`config.mk`:
```
export PLATFORM = sky130hd
export DESIGN_NAME = framed_command_packet_receiver
export DESIGN_NICKNAME = d
export VERILOG_FILES = /design/src/rtl/fcpr_pkg.sv /design/src/rtl/fcpr_cfg_regs.sv /design/src/rtl/fcpr_collect.sv /design/src/rtl/framed_command_packet_receiver.sv
export VERILOG_INCLUDE_DIRS = /design/src /design/src/rtl
export SDC_FILE = /design/constraint.sdc
export NUM_CORES = 1
export LEC_CHECK = 0
export ABC_CLOCK_PERIOD_IN_PS = 2200
export BUFFER_PORTS_ARGS = -buffer_cell sky130_fd_sc_hd__buf_2
export CORE_MARGIN = 4
export CORE_UTILIZATION = 50
export DETAILED_ROUTE_END_ITERATION = 10
export MAX_ROUTING_LAYER = met4
export PLACE_DENSITY = 0.75
export SKIP_CTS_REPAIR_TIMING = 1
export SYNTH_ARGS = -nofsm -noshare
export SYNTH_HDL_FRONTEND = slang
export SYNTH_SLANG_ARGS = --single-unit
```
`constraint.sdc`:
```
create_clock -name clk -period 2.2 [get_ports clk]
set_input_delay 0.22 -clock clk [delete_from_list [all_inputs] [get_ports clk]]
set_output_delay 0.22 -clock clk [all_outputs]
set_load 0.02 [all_outputs]
```
`src/rtl/framed_command_packet_receiver_defines.svh`:
```
// Assertion helpers used by the top-level receiver RTL.
`ifndef FRAMED_COMMAND_PACKET_RECEIVER_DEFINES_SVH
`define FRAMED_COMMAND_PACKET_RECEIVER_DEFINES_SVH

`ifndef SYNTH
// Same-cycle implication: cons must hold whenever ante holds.
`define FCPR_ASSERT_NOW(label, clk, rst_n, ante, cons) \
	label: assert property (@(posedge clk) disable iff (!rst_n) (ante) |-> (cons)) \
		else $error("fcpr same-cycle check failed");
// Next-cycle implication: cons must hold in the cycle after ante.
`define FCPR_ASSERT_NEXT(label, clk, rst_n, ante, cons) \
	label: assert property (@(posedge clk) disable iff (!rst_n) (ante) |=> (cons)) \
		else $error("fcpr next-cycle check failed");
`else
`define FCPR_ASSERT_NOW(label, clk, rst_n, ante, cons)
`define FCPR_ASSERT_NEXT(label, clk, rst_n, ante, cons)
`endif

`endif

```
`src/rtl/fcpr_pkg.sv`:
```
package fcpr_pkg;

	localparam int unsigned BYTE_W = 8;
	localparam int unsigned CFG_INDEX_W = 2;

	// Register indexes of the configuration port
	localparam logic [CFG_INDEX_W-1:0] REG_START_MARKER = 2'd0;
	localparam logic [CFG_INDEX_W-1:0] REG_END_MARKER   = 2'd1;
	localparam logic [CFG_INDEX_W-1:0] REG_MANUAL_MODE  = 2'd2;

	localparam logic [BYTE_W-1:0] START_MARKER_RST = 8'd2;
	localparam logic [BYTE_W-1:0] END_MARKER_RST   = 8'd3;
	localparam logic [BYTE_W-1:0] MANUAL_MODE_RST  = 8'd0;

	// Packet positions that are kept; later payload positions are ignored
	localparam int unsigned POS_START       = 0;
	localparam int unsigned POS_MODE        = 1;
	localparam int unsigned POS_LEFT_DIR    = 2;
	localparam int unsigned POS_LEFT_SPEED  = 3;
	localparam int unsigned POS_RIGHT_DIR   = 4;
	localparam int unsigned POS_RIGHT_SPEED = 5;
	localparam int unsigned POS_GAIN_P      = 6;
	localparam int unsigned POS_GAIN_I      = 7;
	localparam int unsigned POS_GAIN_D      = 8;
	localparam int unsigned STORED_BYTES    = 9;

	localparam int unsigned RESULT_W = 8 * BYTE_W + 1;
	localparam int unsigned RESULT_BYTES = (RESULT_W + 7) / 8;
	localparam int unsigned M_TDATA_W = RESULT_BYTES * 8;

	typedef struct packed {
		logic [BYTE_W-1:0] start_marker;
		logic [BYTE_W-1:0] end_marker;
		logic [BYTE_W-1:0] manual_mode_code;
	} cfg_t;

	typedef struct packed {
		logic              straight;
		logic [BYTE_W-1:0] gain_d;
		logic [BYTE_W-1:0] gain_i;
		logic [BYTE_W-1:0] gain_p;
		logic [BYTE_W-1:0] right_speed;
		logic [BYTE_W-1:0] right_dir;
		logic [BYTE_W-1:0] left_speed;
		logic [BYTE_W-1:0] left_dir;
		logic [BYTE_W-1:0] mode;
	} result_t;

	typedef struct packed {
		logic last_pos;       // next accepted byte closes the packet
		logic straight_hold;  // straight flag held from earlier packets
	} stat_t;

endpackage

```
`src/rtl/fcpr_cfg_regs.sv`:
```
module fcpr_cfg_regs (
	input  logic                                clk,
	input  logic                                arst_n,
	input  logic                                cfg_valid,
	output logic                                cfg_ready,
	input  logic [fcpr_pkg::CFG_INDEX_W-1:0]    cfg_index,
	input  logic [fcpr_pkg::BYTE_W-1:0]         cfg_data,
	output fcpr_pkg::cfg_t                      cfg
);
	import fcpr_pkg::*;

	cfg_t cfg_q;

	assign cfg_ready = 1'b1;
	assign cfg = cfg_q;

	always_ff @(posedge clk or negedge arst_n) begin
		if (!arst_n) begin
			cfg_q.start_marker     <= START_MARKER_RST;
			cfg_q.end_marker       <= END_MARKER_RST;
			cfg_q.manual_mode_code <= MANUAL_MODE_RST;
		end else if (cfg_valid) begin
			unique case (cfg_index)
				REG_START_MARKER: cfg_q.start_marker     <= cfg_data;
				REG_END_MARKER:   cfg_q.end_marker       <= cfg_data;
				REG_MANUAL_MODE:  cfg_q.manual_mode_code <= cfg_data;
				default: ;
			endcase
		end
	end

endmodule

```
`src/rtl/fcpr_collect.sv`:
```
module fcpr_collect #(
	parameter int unsigned PACKET_BYTES = 10
) (
	input  logic                        clk,
	input  logic                        arst_n,
	input  logic                        in_accept,
	input  logic [fcpr_pkg::BYTE_W-1:0] in_byte,
	input  fcpr_pkg::cfg_t              cfg,
	output logic                        res_valid,
	output fcpr_pkg::result_t           res,
	output fcpr_pkg::stat_t             stat
);
	import fcpr_pkg::*;

	localparam int unsigned CW = $clog2(PACKET_BYTES);
	localparam logic [CW-1:0] LAST = CW'(PACKET_BYTES - 1);

	logic [CW-1:0]     count_q;
	logic [BYTE_W-1:0] pkt_q [STORED_BYTES];
	logic              straight_q;

	logic open_pkt;
	logic advance;
	logic closing;
	logic good;
	logic straight_eq;
	logic straight_next;

	assign open_pkt = in_accept && (count_q == '0) && (in_byte == cfg.start_marker);
	assign advance  = open_pkt || (in_accept && (count_q != '0));
	assign closing  = advance && (count_q == LAST);
	assign good     = closing && (pkt_q[POS_START] == cfg.start_marker)
		&& (in_byte == cfg.end_marker);

	assign straight_eq = (pkt_q[POS_LEFT_DIR] == pkt_q[POS_RIGHT_DIR])
		&& (pkt_q[POS_LEFT_SPEED] == pkt_q[POS_RIGHT_SPEED])
		&& (pkt_q[POS_LEFT_SPEED] != '0);
	assign straight_next = (pkt_q[POS_MODE] == cfg.manual_mode_code) ? straight_eq : straight_q;

	always_ff @(posedge clk or negedge arst_n) begin
		if (!arst_n) begin
			count_q    <= '0;
			straight_q <= 1'b0;
		end else begin
			if (advance) begin
				count_q <= (count_q == LAST) ? '0 : count_q + 1'b1;
			end
			if (good) begin
				straight_q <= straight_next;
			end
		end
	end

	// Byte store: each kept position loads at its own count value
	for (genvar k = 0; k < STORED_BYTES; k++) begin : g_store
		always_ff @(posedge clk) begin
			if (advance && (count_q == CW'(k))) begin
				pkt_q[k] <= in_byte;
			end
		end
	end

	assign res_valid       = good;
	assign res.mode        = pkt_q[POS_MODE];
	assign res.left_dir    = pkt_q[POS_LEFT_DIR];
	assign res.left_speed  = pkt_q[POS_LEFT_SPEED];
	assign res.right_dir   = pkt_q[POS_RIGHT_DIR];
	assign res.right_speed = pkt_q[POS_RIGHT_SPEED];
	assign res.gain_p      = pkt_q[POS_GAIN_P];
	assign res.gain_i      = pkt_q[POS_GAIN_I];
	assign res.gain_d      = pkt_q[POS_GAIN_D];
	assign res.straight    = straight_next;

	assign stat.last_pos      = (count_q == LAST);
	assign stat.straight_hold = straight_q;

endmodule

```
`src/rtl/framed_command_packet_receiver.sv`:
```
// Framed command packet receiver. Bytes arrive one word per cycle on the
// s_axis channel. While idle the block drops every byte that differs from
// the start marker; a start byte opens a packet of PACKET_BYTES bytes, and
// the following bytes are collected without resync. When the closing byte
// arrives the packet is kept only if its first byte still equals the start
// marker and its closing byte equals the end marker; otherwise it is dropped
// silently. A kept packet yields one word on m_axis, in the cycle after the
// closing byte: mode, both wheel directions and speeds, the three gain bytes
// and the straight flag. The straight flag is recomputed only when the mode
// byte equals the manual mode code (same directions, same nonzero speed) and
// holds its value otherwise. Rate: one byte per cycle, save for stalls: the
// input stalls only when a closing byte meets an output register still
// holding an unclaimed result; the single output register sets that limit.
// Write the configuration registers only while no packet is in flight.
`include "framed_command_packet_receiver_defines.svh"

module framed_command_packet_receiver #(
	parameter int unsigned PACKET_BYTES = 10
) (
	input  logic                                clk,
	input  logic                                arst_n,
	// received bytes
	input  logic                                s_axis_tvalid,
	output logic                                s_axis_tready,
	input  logic [fcpr_pkg::BYTE_W-1:0]         s_axis_tdata,   // [7:0] rx_byte
	// decoded commands
	output logic                                m_axis_tvalid,
	input  logic                                m_axis_tready,
	// [7:0] mode, [15:8] left_dir, [23:16] left_speed, [31:24] right_dir,
	// [39:32] right_speed, [47:40] gain_p, [55:48] gain_i, [63:56] gain_d,
	// [64] straight, [71:65] zero
	output logic [fcpr_pkg::M_TDATA_W-1:0]      m_axis_tdata,
	// configuration writes
	input  logic                                cfg_valid,
	output logic                                cfg_ready,
	input  logic [fcpr_pkg::CFG_INDEX_W-1:0]    cfg_index,
	input  logic [fcpr_pkg::BYTE_W-1:0]         cfg_data
);
	import fcpr_pkg::*;

	cfg_t    cfg;
	result_t res;
	stat_t   stat;
	logic    res_valid;
	logic    in_accept;

	logic    out_valid_q;
	result_t out_q;

	fcpr_cfg_regs u_cfg (
		.clk       (clk),
		.arst_n    (arst_n),
		.cfg_valid (cfg_valid),
		.cfg_ready (cfg_ready),
		.cfg_index (cfg_index),
		.cfg_data  (cfg_data),
		.cfg       (cfg)
	);

	fcpr_collect #(
		.PACKET_BYTES (PACKET_BYTES)
	) u_collect (
		.clk       (clk),
		.arst_n    (arst_n),
		.in_accept (in_accept),
		.in_byte   (s_axis_tdata),
		.cfg       (cfg),
		.res_valid (res_valid),
		.res       (res),
		.stat      (stat)
	);

	// Only the closing byte can produce a result, so hold the input just
	// when that byte would land on an unclaimed output word.
	assign s_axis_tready = !out_valid_q || m_axis_tready || !stat.last_pos;
	assign in_accept     = s_axis_tvalid && s_axis_tready;

	always_ff @(posedge clk or negedge arst_n) begin
		if (!arst_n) begin
			out_valid_q <= 1'b0;
		end else if (res_valid) begin
			out_valid_q <= 1'b1;
		end else if (m_axis_tready) begin
			out_valid_q <= 1'b0;
		end
	end

	// Result payload: load on a kept packet, otherwise hold
	always_ff @(posedge clk) begin
		if (res_valid) begin
			out_q <= res;
		end
	end

	assign m_axis_tvalid = out_valid_q;
	assign m_axis_tdata  = {{(M_TDATA_W - RESULT_W){1'b0}}, out_q};

	// A waiting result is never overwritten by a new one.
	`FCPR_ASSERT_NOW(a_no_overwrite, clk, arst_n, out_valid_q && !m_axis_tready, !res_valid)
	// A kept packet is always presented on the next cycle.
	`FCPR_ASSERT_NEXT(a_result_shown, clk, arst_n, res_valid, m_axis_tvalid)
	// Results only come out of a closing byte.
	`FCPR_ASSERT_NOW(a_result_on_close, clk, arst_n, res_valid, in_accept && stat.last_pos)
	// Outside manual mode the straight flag keeps the held value.
	`FCPR_ASSERT_NOW(a_straight_held, clk, arst_n,
		res_valid && (res.mode != cfg.manual_mode_code), res.straight == stat.straight_hold)

endmodule
```
==> metrics.csv <==
metric;value;unit
nets;449;
sequential share of power;0.539;
Comb power frac;0.084;
internal power;5.57;mW
DR vias;2981;
Fin. Hold Viols;0;
Hold Path Class;in2reg;
CP Launch Type;flop;
Die Area;0.0139;mm^2
crit path kind;reg2reg;
final setup TNS;0;ns
io pins;98;
leak pwr;2.67;nW
Worst-Margin Slew;0.719;ns
Initial Utilization;0.518;
gpl congestion;0.839;
Sw Ratio;0.236;
Cell Area, Synth;0.00602;mm^2
HPWL after detailed placement;7.36;mm
Slew Viols, Final;0;
chip width;118;um
ranking of synthesized cells by area;edfxtp_1 68%, dfrtp_1 11%, mux2_2 4.7%;
clk buf depth;2;
largest net degree at the start of global routing;35;
average routed wire per standard cell;18.7;um
chip height;118;um
CP Capture Type;flop;
Yosys top cell area share;0.683;
FP Rows;39;
min Tclk post-route;1.83;ns
clk slew on worst S/H paths;0.06;ns
Max Fclk;545;MHz
# DRC;0;
initial antenna violation count;0;
endpoint arrival time on the critical path;1.94;ns
CTS tree;built;
Worst Skew;0.0187;ns
final period utilization;0.834;
total gr overflow;0;
detailed-route wire length;10.9;mm
DRT Pass-1 Iters;4;
layout cells sized above 1;0.376;
outcome;completed;
PD cells;1000;mW/mm^2
syn_area_per_cell;19.5;um^2
DRT iter0 DRCs;197;
Clk network pwr share;0.377;
filler cell count;828;
Detail Route Antenna Nets;0;
RSZ-0062 raised after global routing;false;
FF+latch count, synth;167;
Final setup viols;0;
number of global-route vias before repair;3117;
post-synth top area cell;edfxtp_1;
Syn-to-layout area delta;20.9;%
root buf cell;clkbuf_16;
placed inst area;0.00672;mm^2
Num CTS Buffers;17;
TritonCTS Sinks;167;
Crit path required time;2.30;ns
MaxCap Viol Count;0;
htree depth;4;
first-pass GRT wire length;17.3;mm
net switching power;1.73;mW
final design utilization;0.627;
Yosys warnings;0;
Unique masters post-synth;33;
Syn Inst Count;309;
VDD IR-drop max;0.485;mV
design area;0.00728;mm^2
Core Box Area;0.0116;mm^2
Total GRT Usage;0.171;
port bufs;89;
Diodes inserted;0;
critical path peak fanout;34;
Worst-Skew Late Latency;0.42;ns
post-synthesis sequential area ratio;0.809;
slew margin rel.;0.520;
Design Power;7.30;mW
drt via density;5.12;
==> synth_stat cells <==
cell type / n
nand2b_1: 3
nand3b_1: 3
nor4_1: 9
xor2_1: 28
and3_1: 1
and4_2: 1
nor2_1: 7
nor4_2: 1
buf_2: 1
nand3_1: 2
or3b_2: 1
mux2_1: 1
xnor2_1: 22
or2_2: 1
edfxtp_1: 137
dfstp_2: 3
conb_1: 2
mux2_2: 25
nor3b_2: 1
nand4b_1: 1
clkbuf_1: 1
nor2b_1: 2
nand2_1: 3
nand4_1: 5
a21boi_0: 1
nor3_1: 5
nand3b_4: 1
and2_2: 1
o21ai_0: 3
a2bb2oi_1: 1
dfrtp_1: 27
buf_4: 8
a211oi_1: 1
==> cell families (layout without fill, tap and decap cells) <==
family                 count (synthesis)  count (layout)  share of synthesized area
flip-flops                           167             167                      0.809
other                                  2               8                    0.00125
XOR/XNOR                              50              50                     0.0727
buffers and inverters                 10             134                     0.0114
AND/OR/NAND/NOR                       48              48                     0.0509
multiplexers                          26              26                     0.0486
AO/OA/AOI/OAI                          6               6                    0.00644
==> worst max-delay path, stage by stage (launching register included) <==
cell	delay [ns]
dfrtp_1	0.50
nand2b_1	0.23
nor4_2	0.27
and4_4	0.30
buf_12	0.21
==> layout make-up <==
cell class,count,area [um^2],share of cell area
flip-flops and latches,167,4870,0.669
multi-input cells,138,1110,0.152
repair buffers,102,571,0.0784
clock buffers,17,425,0.0584
well taps,143,179,0.0246
clock inverters,15,131,0.0180
==> final timing paths <==
check                                                  from                          to  slack (ns)  cells past startpoint
min reg2reg                 u_collect.pkt_q[6][6]$_DFFE_PP_  m_axis_tdata[46]$_DFFE_PP_        0.41                      0
max reg2reg                u_collect.count_q[2]$_DFFE_PN0P_  m_axis_tdata[47]$_DFFE_PP_        0.37                      4
min in group asynchronous                            arst_n    u_cfg.cfg[1]$_DFFE_PN0P_        0.38                      2
max in group asynchronous                            arst_n   u_cfg.cfg[19]$_DFFE_PN0P_        1.36                      2
min                                             cfg_data[6]   u_cfg.cfg[14]$_DFFE_PN0P_        0.06                      2
max                        u_collect.count_q[2]$_DFFE_PN0P_  m_axis_tdata[47]$_DFFE_PP_        0.37                      4
==> through the flow <==
| stage | instances | setup WS, ns | hold slack [ns] |
|---|---|---|---|
| global route | 582 | 0.248 | 0.0438 |
| detailed placement | 549 | 0.383 | 0.302 |
| finish | 582 | 0.366 | 0.0587 |
| CTS | 581 | 0.373 | -0.150 |
| global placement | 549 | 0.388 | 0.288 |
| floorplan | 315 | 0.0269 | -0.0756 |
==> sequential cells by signal, indices dropped and copies added (netlist names) <==
register	count
u_collect.pkt_q	72
m_axis_tdata	65
u_cfg.cfg	24
u_collect.count_q	4
u_collect.straight_q	1
m_axis_tvalid	1
==> power by group through the flow <==
stage / Combinational [mW] / Sequential, mW / Clock, mW
after floorplan: 0.478 / 3.90 / 0
after global placement: 0.598 / 3.98 / 0
after detailed placement: 0.615 / 4.00 / 0
after CTS: 0.623 / 3.93 / 2.80
after global routing: 0.681 / 3.96 / 2.96
final: 0.616 / 3.93 / 2.75
==> placed cells by master, fill, tap and decap left out, drive strengths merged, types with 2 or more instances in the layout <==
cell type,synthesis,routed
inv,0,2
clkinv,0,8
dfrtp,27,27
nand2,3,3
nand4,5,5
dfstp,3,3
buf,9,101
conb,2,8
nor4,10,10
nor2,7,7
nand3b,4,4
xor2,28,28
mux2,26,26
xnor2,22,22
clkbuf,1,17
nand3,2,2
o21ai,3,3
nor2b,2,2
nand2b,3,3
nor3,5,5
clkinvlp,0,4
edfxtp,137,137
==> metal layers <==
metal / global-route usage / wire (um) / share of wire / vias to the layer above
li1: - / - / - / 1388
met1: 0.214 / 4610 / 0.42 / 1471
met5: - / 0 / 0 / -
met4: 0.0527 / 112 / 0.010 / 0
met3: 0.0615 / 818 / 0.075 / 10
met2: 0.263 / 5370 / 0.49 / 112
No activity file was read; power rests on OpenSTA's default activity.
